--- src/design/ille_pkg.sv ---
// shared constants, types and codes for the indexed linked list engine
// depends on nothing; used by ille_if, ille_ctrl and the top level
`default_nettype none

package ille_pkg;

  localparam int CAPACITY = 64;
  localparam int IDX_W    = (CAPACITY > 2) ? $clog2(CAPACITY) : 1;
  localparam int CNT_W    = $clog2(CAPACITY + 1);
  localparam int POS_W    = 8;
  localparam int CMP_W    = (CNT_W > POS_W) ? CNT_W : POS_W;
  localparam int DATA_W   = 32;
  localparam int FUNC_W   = 3;
  localparam int STAT_W   = 2;

  typedef logic [IDX_W-1:0]         idx_t;
  typedef logic [CNT_W-1:0]         cnt_t;
  typedef logic signed [DATA_W-1:0] data_t;

  localparam logic [FUNC_W-1:0] FN_GET      = 3'd0;
  localparam logic [FUNC_W-1:0] FN_INS_HEAD = 3'd1;
  localparam logic [FUNC_W-1:0] FN_INS_TAIL = 3'd2;
  localparam logic [FUNC_W-1:0] FN_REMOVE   = 3'd3;
  localparam logic [FUNC_W-1:0] FN_DUMP     = 3'd4;

  localparam logic [STAT_W-1:0] ST_OK     = 2'd0;
  localparam logic [STAT_W-1:0] ST_ABSENT = 2'd1;
  localparam logic [STAT_W-1:0] ST_FULL   = 2'd2;
  localparam logic [STAT_W-1:0] ST_EMPTY  = 2'd3;

  localparam data_t NOT_FOUND = '1;

  typedef struct packed {
    logic  val_we;
    idx_t  val_waddr;
    data_t val_wdata;
    logic  val_re;
    idx_t  val_raddr;
    logic  link_we;
    idx_t  link_waddr;
    idx_t  link_wdata;
    logic  link_re;
    idx_t  link_raddr;
  } mem_req_t;

  typedef struct packed {
    logic              valid;
    data_t             value;
    logic [STAT_W-1:0] status;
    logic              last;
  } emit_t;

endpackage

`default_nettype wire

--- src/design/ille_if.sv ---
// request and response channel interfaces of the linked list engine
// depends on ille_pkg
`default_nettype none

interface ille_in_if;
  logic                                   valid;
  logic                                   ready;
  logic [ille_pkg::FUNC_W-1:0]            func;
  logic [ille_pkg::POS_W-1:0]             position;
  logic signed [ille_pkg::DATA_W-1:0]     item_value;

  modport source (output valid, func, position, item_value, input ready);
  modport sink (input valid, func, position, item_value, output ready);
endinterface

interface ille_out_if;
  logic                                   valid;
  logic                                   ready;
  logic signed [ille_pkg::DATA_W-1:0]     read_value;
  logic [ille_pkg::STAT_W-1:0]            status;
  logic                                   last;

  modport source (output valid, read_value, status, last, input ready);
  modport sink (input valid, read_value, status, last, output ready);
endinterface

`default_nettype wire

--- src/design/ille_ram.sv ---
// generic single write port, single read port ram with registered read
// no dependencies
`default_nettype none

module ille_ram #(
  parameter int WIDTH = 8,
  parameter int DEPTH = 64
) (
  input  wire logic                                      clk,
  input  wire logic                                      we,
  input  wire logic [((DEPTH > 2) ? $clog2(DEPTH) : 1)-1:0] waddr,
  input  wire logic [WIDTH-1:0]                          wdata,
  input  wire logic                                      re,
  input  wire logic [((DEPTH > 2) ? $clog2(DEPTH) : 1)-1:0] raddr,
  output logic      [WIDTH-1:0]                          rdata
);

  logic [WIDTH-1:0] mem [DEPTH];

  always_ff @(posedge clk) begin
    if (we) begin
      mem[waddr] <= wdata;
    end
    if (re) begin
      rdata <= mem[raddr];
    end
  end

endmodule

`default_nettype wire

--- src/design/ille_ctrl.sv ---
// sequencer: list walks, read-modify-write of the node stores, free list upkeep
// depends on ille_pkg and ille_if
`default_nettype none

module ille_ctrl (
  input  wire logic             clk,
  input  wire logic             rst,
  ille_in_if.sink               req,
  input  wire ille_pkg::idx_t   link_rd,
  input  wire ille_pkg::data_t  val_rd,
  input  wire logic             out_free,
  output ille_pkg::mem_req_t    mem,
  output ille_pkg::emit_t       emit
);
  import ille_pkg::*;

  typedef enum logic [3:0] {
    S_CLEAR, S_IDLE, S_WALK, S_GET_OUT, S_DUMP_OUT, S_INS, S_INS_TAIL,
    S_RM_HEAD, S_RM_N, S_RM_NN, S_RM_FREE, S_EMIT
  } state_t;

  state_t            state, state_next;
  idx_t              cur, cur_next;
  idx_t              prev, prev_next;
  idx_t              head, head_next;
  idx_t              tail, tail_next;
  idx_t              free_head, free_head_next;
  idx_t              clr_addr;
  cnt_t              count, count_next;
  cnt_t              idx, idx_next;
  logic [POS_W-1:0]  steps, steps_next;
  logic [POS_W-1:0]  pos_r, pos_r_next;
  logic [FUNC_W-1:0] op, op_next;
  logic              walk_pend, walk_pend_next;
  data_t             res_value, res_value_next;
  logic [STAT_W-1:0] res_status, res_status_next;
  idx_t              node;
  logic              accept;
  logic              is_empty;
  logic              absent;
  logic              dump_last;

  assign req.ready = (state == S_IDLE);
  assign accept    = req.valid && req.ready;
  assign node      = walk_pend ? link_rd : cur;
  assign is_empty  = (count == '0);
  assign absent    = CMP_W'(req.position) >= CMP_W'(count);
  assign dump_last = (idx + CNT_W'(1)) == count;

  always_comb begin
    state_next      = state;
    cur_next        = cur;
    prev_next       = prev;
    head_next       = head;
    tail_next       = tail;
    free_head_next  = free_head;
    count_next      = count;
    idx_next        = idx;
    steps_next      = steps;
    pos_r_next      = pos_r;
    op_next         = op;
    walk_pend_next  = walk_pend;
    res_value_next  = res_value;
    res_status_next = res_status;
    mem             = '0;
    emit            = '0;

    case (state)
      S_CLEAR: begin
        mem.link_we    = 1'b1;
        mem.link_waddr = clr_addr;
        mem.link_wdata = (clr_addr == IDX_W'(CAPACITY - 1)) ? '0 : clr_addr + IDX_W'(1);
        if (clr_addr == IDX_W'(CAPACITY - 1)) begin
          state_next = S_IDLE;
        end
      end
      S_IDLE: begin
        if (accept) begin
          op_next         = req.func;
          pos_r_next      = req.position;
          res_value_next  = '0;
          res_status_next = ST_OK;
          walk_pend_next  = 1'b0;
          cur_next        = head;
          state_next      = S_EMIT;
          case (req.func)
            FN_GET: begin
              if (is_empty) begin
                res_value_next  = NOT_FOUND;
                res_status_next = ST_EMPTY;
              end else if (absent) begin
                res_value_next  = NOT_FOUND;
                res_status_next = ST_ABSENT;
              end else begin
                steps_next = req.position;
                state_next = S_WALK;
              end
            end
            FN_INS_HEAD, FN_INS_TAIL: begin
              if (count == CNT_W'(CAPACITY)) begin
                res_status_next = ST_FULL;
              end else begin
                mem.val_we     = 1'b1;
                mem.val_waddr  = free_head;
                mem.val_wdata  = req.item_value;
                mem.link_re    = 1'b1;
                mem.link_raddr = free_head;
                cur_next       = free_head;
                state_next     = S_INS;
              end
            end
            FN_REMOVE: begin
              if (is_empty) begin
                res_status_next = ST_EMPTY;
              end else if (absent) begin
                res_status_next = ST_ABSENT;
              end else if (req.position == '0) begin
                mem.link_re    = 1'b1;
                mem.link_raddr = head;
                state_next     = S_RM_HEAD;
              end else begin
                steps_next = req.position - POS_W'(1);
                state_next = S_WALK;
              end
            end
            FN_DUMP: begin
              if (is_empty) begin
                res_value_next  = NOT_FOUND;
                res_status_next = ST_EMPTY;
              end else begin
                mem.val_re     = 1'b1;
                mem.val_raddr  = head;
                mem.link_re    = 1'b1;
                mem.link_raddr = head;
                idx_next       = '0;
                state_next     = S_DUMP_OUT;
              end
            end
            default: begin
              res_status_next = ST_ABSENT;
            end
          endcase
        end
      end
      S_WALK: begin
        if (steps == '0) begin
          cur_next = node;
          if (op == FN_GET) begin
            mem.val_re    = 1'b1;
            mem.val_raddr = node;
            state_next    = S_GET_OUT;
          end else begin
            prev_next      = node;
            mem.link_re    = 1'b1;
            mem.link_raddr = node;
            state_next     = S_RM_N;
          end
        end else begin
          mem.link_re    = 1'b1;
          mem.link_raddr = node;
          cur_next       = node;
          walk_pend_next = 1'b1;
          steps_next     = steps - POS_W'(1);
        end
      end
      S_GET_OUT: begin
        emit.valid  = out_free;
        emit.value  = val_rd;
        emit.status = ST_OK;
        emit.last   = 1'b1;
        if (out_free) begin
          state_next = S_IDLE;
        end
      end
      S_DUMP_OUT: begin
        emit.valid  = out_free;
        emit.value  = val_rd;
        emit.status = ST_OK;
        emit.last   = dump_last;
        if (out_free) begin
          if (dump_last) begin
            state_next = S_IDLE;
          end else begin
            mem.val_re     = 1'b1;
            mem.val_raddr  = link_rd;
            mem.link_re    = 1'b1;
            mem.link_raddr = link_rd;
            idx_next       = idx + CNT_W'(1);
          end
        end
      end
      S_INS: begin
        free_head_next = link_rd;
        count_next     = count + CNT_W'(1);
        mem.link_we    = 1'b1;
        mem.link_waddr = cur;
        mem.link_wdata = '0;
        state_next     = S_EMIT;
        if (is_empty) begin
          head_next = cur;
          tail_next = cur;
        end else if (op == FN_INS_HEAD) begin
          mem.link_wdata = head;
          head_next      = cur;
        end else begin
          state_next = S_INS_TAIL;
        end
      end
      S_INS_TAIL: begin
        mem.link_we    = 1'b1;
        mem.link_waddr = tail;
        mem.link_wdata = cur;
        tail_next      = cur;
        state_next     = S_EMIT;
      end
      S_RM_HEAD: begin
        mem.link_we    = 1'b1;
        mem.link_waddr = cur;
        mem.link_wdata = free_head;
        free_head_next = cur;
        count_next     = count - CNT_W'(1);
        head_next      = link_rd;
        if (count == CNT_W'(1)) begin
          head_next = '0;
          tail_next = '0;
        end
        state_next = S_EMIT;
      end
      S_RM_N: begin
        cur_next       = link_rd;
        mem.link_re    = 1'b1;
        mem.link_raddr = link_rd;
        state_next     = S_RM_NN;
      end
      S_RM_NN: begin
        mem.link_we    = 1'b1;
        mem.link_waddr = prev;
        mem.link_wdata = link_rd;
        if (CMP_W'(pos_r) == CMP_W'(count) - CMP_W'(1)) begin
          tail_next = prev;
        end
        state_next = S_RM_FREE;
      end
      S_RM_FREE: begin
        mem.link_we    = 1'b1;
        mem.link_waddr = cur;
        mem.link_wdata = free_head;
        free_head_next = cur;
        count_next     = count - CNT_W'(1);
        state_next     = S_EMIT;
      end
      S_EMIT: begin
        emit.valid  = out_free;
        emit.value  = res_value;
        emit.status = res_status;
        emit.last   = 1'b1;
        if (out_free) begin
          state_next = S_IDLE;
        end
      end
      default: begin
        state_next = S_IDLE;
      end
    endcase
  end

  always_ff @(posedge clk) begin
    if (rst) begin
      state     <= S_CLEAR;
      clr_addr  <= '0;
      head      <= '0;
      tail      <= '0;
      free_head <= '0;
      count     <= '0;
      walk_pend <= 1'b0;
    end else begin
      state     <= state_next;
      clr_addr  <= clr_addr + IDX_W'(1);
      head      <= head_next;
      tail      <= tail_next;
      free_head <= free_head_next;
      count     <= count_next;
      walk_pend <= walk_pend_next;
    end
    cur        <= cur_next;
    prev       <= prev_next;
    idx        <= idx_next;
    steps      <= steps_next;
    pos_r      <= pos_r_next;
    op         <= op_next;
    res_value  <= res_value_next;
    res_status <= res_status_next;
  end

endmodule

`default_nettype wire

--- src/design/indexed_linked_list_engine.sv ---
// top level of the indexed linked list engine: node stores, sequencer, output register
// depends on ille_pkg, ille_if, ille_ram and ille_ctrl
//
//   channel  dir  words                                   handshake
//   req      in   func, position, item_value              valid/ready
//   rsp      out  read_value, status, last                valid/ready
//
// one request at a time; the next request is taken while the last response word waits
// get walks the links and reads the value; remove walks (unless at the head), relinks and frees
// insert takes the free head node; an empty, missing, full or unknown request answers with a status only
// dump: one word per cycle while rsp is not stalled; the walk is one link read per cycle
// after reset a clearing pass chains the free list through every node, req.ready stays low
// a stalled rsp holds the sequencer in its output state; no word is dropped
`default_nettype none

module indexed_linked_list_engine (
  input wire logic clk,
  input wire logic rst,
  ille_in_if.sink  req,
  ille_out_if.source rsp
);
  import ille_pkg::*;

  mem_req_t          mem;
  emit_t             emit;
  idx_t              link_rd;
  data_t             val_rd;
  logic              out_free;
  logic              out_valid;
  data_t             out_value;
  logic [STAT_W-1:0] out_status;
  logic              out_last;

  ille_ram #(.WIDTH(DATA_W), .DEPTH(CAPACITY)) u_values (
    .clk   (clk),
    .we    (mem.val_we),
    .waddr (mem.val_waddr),
    .wdata (mem.val_wdata),
    .re    (mem.val_re),
    .raddr (mem.val_raddr),
    .rdata (val_rd)
  );

  ille_ram #(.WIDTH(IDX_W), .DEPTH(CAPACITY)) u_links (
    .clk   (clk),
    .we    (mem.link_we),
    .waddr (mem.link_waddr),
    .wdata (mem.link_wdata),
    .re    (mem.link_re),
    .raddr (mem.link_raddr),
    .rdata (link_rd)
  );

  ille_ctrl u_ctrl (
    .clk      (clk),
    .rst      (rst),
    .req      (req),
    .link_rd  (link_rd),
    .val_rd   (val_rd),
    .out_free (out_free),
    .mem      (mem),
    .emit     (emit)
  );

  assign out_free = !out_valid || rsp.ready;

  always_ff @(posedge clk) begin
    if (rst) begin
      out_valid <= 1'b0;
    end else if (emit.valid) begin
      out_valid <= 1'b1;
    end else if (rsp.ready) begin
      out_valid <= 1'b0;
    end
    if (emit.valid) begin
      out_value  <= emit.value;
      out_status <= emit.status;
      out_last   <= emit.last;
    end
  end

  assign rsp.valid      = out_valid;
  assign rsp.read_value = out_value;
  assign rsp.status     = out_status;
  assign rsp.last       = out_last;

  a_emit_into_free_slot: assert property (@(posedge clk) disable iff (rst)
    emit.valid |-> out_free)
    else $error("response word loaded while output register still full");

  a_no_emit_while_idle: assert property (@(posedge clk) disable iff (rst)
    req.ready |-> !emit.valid)
    else $error("response word produced while waiting for a request");

  a_clear_after_reset: assert property (@(posedge clk)
    $past(rst) && !rst |-> !req.ready)
    else $error("request taken before free list clearing pass");

  a_single_memory_write: assert property (@(posedge clk) disable iff (rst)
    mem.val_we |-> req.valid && req.ready)
    else $error("value store written outside request acceptance");

endmodule

`default_nettype wire
--- src/flat_wrapper.sv ---
// flat-port wrapper written by rule: the top's interface ports become plain ports
module indexed_linked_list_engine_flat import ille_pkg::*;
  (clk, rst, req_valid, req_func, req_position, req_item_value, req_ready, rsp_valid, rsp_read_value, rsp_status, rsp_last, rsp_ready);
  ille_in_if req_i ();
  ille_out_if rsp_i ();
  input wire logic clk;
  input wire logic rst;
  input wire logic [$bits(req_i.valid)-1:0] req_valid;
  input wire logic [$bits(req_i.func)-1:0] req_func;
  input wire logic [$bits(req_i.position)-1:0] req_position;
  input wire logic [$bits(req_i.item_value)-1:0] req_item_value;
  output wire logic [$bits(req_i.ready)-1:0] req_ready;
  output wire logic [$bits(rsp_i.valid)-1:0] rsp_valid;
  output wire logic [$bits(rsp_i.read_value)-1:0] rsp_read_value;
  output wire logic [$bits(rsp_i.status)-1:0] rsp_status;
  output wire logic [$bits(rsp_i.last)-1:0] rsp_last;
  input wire logic [$bits(rsp_i.ready)-1:0] rsp_ready;
  assign req_i.valid = req_valid;
  assign req_i.func = req_func;
  assign req_i.position = req_position;
  assign req_i.item_value = req_item_value;
  assign req_ready = req_i.ready;
  assign rsp_valid = rsp_i.valid;
  assign rsp_read_value = rsp_i.read_value;
  assign rsp_status = rsp_i.status;
  assign rsp_last = rsp_i.last;
  assign rsp_i.ready = rsp_ready;
  indexed_linked_list_engine u_core (.clk(clk), .rst(rst), .req(req_i), .rsp(rsp_i));
endmodule
--- config.mk ---
export PLATFORM = sky130hd
export DESIGN_NAME = indexed_linked_list_engine_flat
export DESIGN_NICKNAME = d
export VERILOG_FILES = /design/src/design/ille_pkg.sv /design/src/design/ille_if.sv /design/src/design/ille_ram.sv /design/src/design/ille_ctrl.sv /design/src/design/indexed_linked_list_engine.sv /design/src/flat_wrapper.sv
export SDC_FILE = /design/constraint.sdc
export NUM_CORES = 2
export LEC_CHECK = 0
export BUFFER_PORTS_ARGS = -buffer_cell sky130_fd_sc_hd__buf_2
export CORE_ASPECT_RATIO = 0.9
export CORE_MARGIN = 3
export CORE_UTILIZATION = 57
export CTS_CLUSTER_SIZE = 25
export DETAILED_ROUTE_END_ITERATION = 16
export GPL_TIMING_DRIVEN = 0
export PLACE_DENSITY = 0.76
export SYNTH_ARGS = -nofsm -noshare
export SYNTH_HDL_FRONTEND = slang
export SYNTH_SLANG_ARGS = --single-unit
--- constraint.sdc ---
create_clock -name clk -period 4.2 [get_ports clk]
set_input_delay 0.84 -clock clk [delete_from_list [all_inputs] [get_ports clk]]
set_output_delay 0.84 -clock clk [all_outputs]
set_load 0.05 [all_outputs]
==> impl_metrics.yaml <==
detailed_routing:
  number_of_design_rule_violations_left_by_the_first_detailed_router_iteration: 11013
  dr_total_vias: 61120
  drt_first_pass_iters: 8
  route.detailed.drc: 0
  total_wire_length_mm: 319
  route.antenna.remaining_nets: 0
  avgViaCountPerCell: 7.15
  avgRoutedWirePerCell_um: 37.3
critical_path:
  ordered_cell_list_for_the_critical_path: "ha_4, nand3_1, nor2_2, xnor3_1, a31oi_4, buf_12, a21oi_1, and2_1, clkbuf_2, clkbuf_1, a22oi_1, a21oi_1, or3_1"
  slowest_cp_cell: "sky130_fd_sc_hd__a22oi_1"
  worstPathRequired_ns: 4.87
  worst_r2r_startpoint: "u_core.u_ctrl.idx[0]$_SDFFCE_PN0P_"
  crit_arrival_ns: 5.45
  crit_path_start_kind: "register"
  most_used_cell_cp: "sky130_fd_sc_hd__a21oi_1"
  rr_worst_depth: 13
  worst-r2r-setup-slack_ns: -0.58
  path_class: "reg2reg"
  critical-path-top-delay-family: "compound AO/OA/AOI/OAI gates"
  crit_path_max_incr_delay_ns: 0.75
  timing.critical_path.buf_inv: 3
  critPathMaxFanout: 10
  regToRegEndpoint: "u_core.u_values.rdata[8]$_DFFE_PP_"
  end_kind: "register"
hold_path:
  worst_hold_startpoint: "req_func[0]"
  min_path_type: "in2reg"
  hold-path-endpoint: "u_core.u_ctrl.op[0]$_DFFE_PP_"
  worstHoldPathCells: 1
placement:
  portBuffers: 82
  gpl.final_weighted_congestion: 0.938
  hpwl_mm: 192
  place_worst_setup_slack_ns: -3.28
synth:
  synthMostInstantiatedCell: "sky130_fd_sc_hd__edfxtp_1"
  yosysWarningCount: 0
  async_flop_share_pct: 0
  synth_area_leaders: "sky130_fd_sc_hd__edfxtp_1, sky130_fd_sc_hd__mux4_2, sky130_fd_sc_hd__mux2i_1"
  postSynthRegisterBits: 2583
  seq_area_frac_synth_pct: 76.3
  post_synth_instance_area_um2: 101000
  yosys.area.top_type_share_pct: 75.6
  syn-instance-count: 5346
  ys.flop_type: "sky130_fd_sc_hd__edfxtp_1"
  synth_fp_nets: 5409
  ys_types: 79
  count_of_flip_flops_with_a_built_in_enable_after_synthesis: 2546
  synth_area_leader_cell: "sky130_fd_sc_hd__edfxtp_1"
  ys_top_cells_by_count: "sky130_fd_sc_hd__edfxtp_1, sky130_fd_sc_hd__mux4_2, sky130_fd_sc_hd__mux2i_1, sky130_fd_sc_hd__a211oi_1, sky130_fd_sc_hd__a21oi_1"
  postSynthAreaPerCell_um2: 18.9
die:
  placeableCoreArea_um2: 176000
  die_area_um2: 183000
  core.rowCount: 146
  floorplan.die.height_um: 406
  ioPinCount: 84
  horizontal_die_dimension_um: 450
  starting_density_of_the_core_pct: 57.5
cells_and_area:
  multiInputGateArea_um2: 26300
  layout_cell_share_with_drive_strength_beyond_1_pct: 31.5
  finish.net_count: 6016
  areaGrowthSynthToFinish_pct: 20.6
  ff_latch_area_um2: 77200
  n_fill_cell: 10268
sta:
  period_needed_ns: 4.78
  tcrit_tclk_final_pct: 114
  finalHoldViolations: 0
  final-setup-viol-count: 58
  timing.slew.headroom_pct: 17.5
  clock.fmax_ghz: 0.209
  maxSlewViolCount: 0
  worst_skew_ns: 0.0950
  unrepaired_setup_endpoints_after_global_routing: "true"
  worst-slew-pin-transition_ns: 1.24
  layout_setup_ws_ns: -0.581
  setup-tns-final_ns: -15.91
grt:
  gr-total-overflow: 0
  grt_use_total_pct: 33.1
  pin_count_of_the_biggest_net_entering_global_routing: 65
  grt_pass1_vias: 57976
  antenna_found_initial: 36
  first_pass_grt_wire_length_mm: 428
power:
  internal_power_uw: 45400
  vdd.ir_drop.worst_mv: 0.504
  p_switching_uw: 18600
  power_total_uw: 64000
  power.sequential.fraction_pct: 45.2
  leakagePower_uw: 0.0439
  p_sw_share_pct: 29.1
  power.density_cell_area_nw_per_um2: 524
  pwr-share-clk_pct: 33.7
  power.share.combinational_pct: 21.1
cts:
  holdBufCountCts: 0
  maximum_root_to_sink_buffer_count: 3
  root_buffer: "sky130_fd_sc_hd__clkbuf_16"
  clk_latency_ns: 0.93
  clock_tree.htree_level_count: 4
  tritoncts: "built"
  cts_sinks: 2583
  clk_pin_slew_ns: 0.07
  tritoncts.num_buffers: 236
status:
  failing_checks: "negative setup slack"
  outcome: "finished with violations"
flow_run:
  number_of_max_capacitance_violations_reported: 0
[worst register-to-register path: stages, from the launching register on]
cell and delay [ns]:
sky130_fd_sc_hd__edfxtp_1 0.42, sky130_fd_sc_hd__ha_4 0.18, sky130_fd_sc_hd__nand3_1 0.19, sky130_fd_sc_hd__nor2_2 0.22
sky130_fd_sc_hd__xnor3_1 0.32, sky130_fd_sc_hd__a31oi_4 0.41, sky130_fd_sc_hd__buf_12 0.17, sky130_fd_sc_hd__a21oi_1 0.08
sky130_fd_sc_hd__and2_1 0.32, sky130_fd_sc_hd__clkbuf_2 0.43, sky130_fd_sc_hd__clkbuf_1 0.43, sky130_fd_sc_hd__a22oi_1 0.75
sky130_fd_sc_hd__a21oi_1 0.20, sky130_fd_sc_hd__or3_1 0.41
[kinds of logic after synthesis]
logic type / share of synthesized area (%)
xor gates and xnor gates: 0.465
muxes: 11.2
and+or+nand+nor: 3.73
AOI/OAI and AO/OA: 6.54
buffers and inverters: 1.56
DFF: 76.3
adders and majority gates: 0.198
[layer usage]
| layer | vias to the layer above | routed length, µm | track usage (%) |
|---|---|---|---|
| met2 | 5749 | 145000 | 49.7 |
| met1 | 30880 | 107000 | 44.5 |
| met3 | 1158 | 48500 | 11.4 |
| met4 | 16 | 17900 | 14.7 |
| li1 | 23317 | - | - |
| met5 | - | 132 | 0 |
[layout make-up]
| type | count | area share, % |
|---|---|---|
| buffer | 334 | 2.48 |
| timing repair buffer | 375 | 3.87 |
| clock inverter | 153 | 1.22 |
| clock buffer | 287 | 5.04 |
| inverter | 17 | 0.0523 |
| sequential | 2583 | 63.3 |
| tap | 2368 | 2.43 |
| multi-input combinational | 2406 | 21.6 |
| antenna | 22 | 0.0451 |
[flip-flops by register name (all words and copies together), names as in the netlist, 7 cells and up]
signal	count
u_core.u_values.mem	2048
u_core.u_links.mem	384
u_core.rsp.read_value	32
u_core.u_values.rdata	32
u_core.u_ctrl.pos_r	8
u_core.u_ctrl.steps	8
u_core.u_ctrl.count	7
u_core.u_ctrl.idx	7
[power groups by stage]
stage,registers [µW],clock network [µW],logic [µW]
after floorplan,29600,0,5510
after CTS,28900,21300,11700
after detailed placement,29500,0,9650
after global routing,28900,22500,13700
final,28900,21500,13500
after global placement,29500,0,9380
[per-stage QoR]
stage                     std cells  utilization (%)  hold WS (ns)  area (µm²)
after floorplan                5346                -         0.432      101000
after global placement         7796             59.4         0.444      105000
after detailed placement       7902             60.9         0.456      107000
after CTS                      8408             67.7         0.143      119000
after global routing           8531             69.3         0.153      122000
final                          8545             69.3         0.173      122000
[timing repair]
item                                   4_1_cts  5_1_grt
gates cloned                                 3        9
setup endpoints to repair                 3878      903
pin swaps                                  128      155
setup buffers                               67      108
gates resized for setup                    836      395
endpoints found under the hold margin        0        0
[placed cells by master, fill, tap and decap left out, drive strengths merged, types with 8 or more instances in the layout]
cell	n
a22oi	85
ha	16
clkinv	115
clkinvlp	11
a211o	12
nand2	169
o31ai	12
and3	37
a211oi	245
a311oi	11
mux2i	257
a222oi	8
a221oi	10
a22o	65
edfxtp	2546
dfxtp	37
xor2	19
bufinv	20
a221o	10
nor3	21
nor3b	121
mux4	387
nand3	23
diode	22
a21oi	241
buf	531
o22ai	160
inv	24
xnor2	27
nor2b	19
nor2	202
and2	13
clkbuf	463
o21ai	31
nand4	11
a21o	39
nand2b	10
or3	34
nor4	38
[worst max path at each step]
stage                                        start                                   end  slack [ns]  cells after the start
2_1_floorplan  u_core.u_ctrl.state[2]$_SDFFE_PP0P_  u_core.u_values.mem[31][0]$_DFFE_PP_       -0.28                      9
3_3_place_gp                           req_func[0]    u_core.u_values.rdata[5]$_DFFE_PP_       -3.22                     13
4_1_cts         u_core.u_ctrl.idx[0]$_SDFFCE_PN0P_   u_core.u_values.rdata[17]$_DFFE_PP_       -0.41                     14
5_1_grt         u_core.u_ctrl.idx[0]$_SDFFCE_PN0P_    u_core.u_values.rdata[8]$_DFFE_PP_       -0.67                     13
6_report        u_core.u_ctrl.idx[0]$_SDFFCE_PN0P_    u_core.u_values.rdata[8]$_DFFE_PP_       -0.58                     13
3_5_place_dp                           req_func[0]    u_core.u_values.rdata[5]$_DFFE_PP_       -3.28                     13
Note: power is estimated with default switching activity, not from simulation.
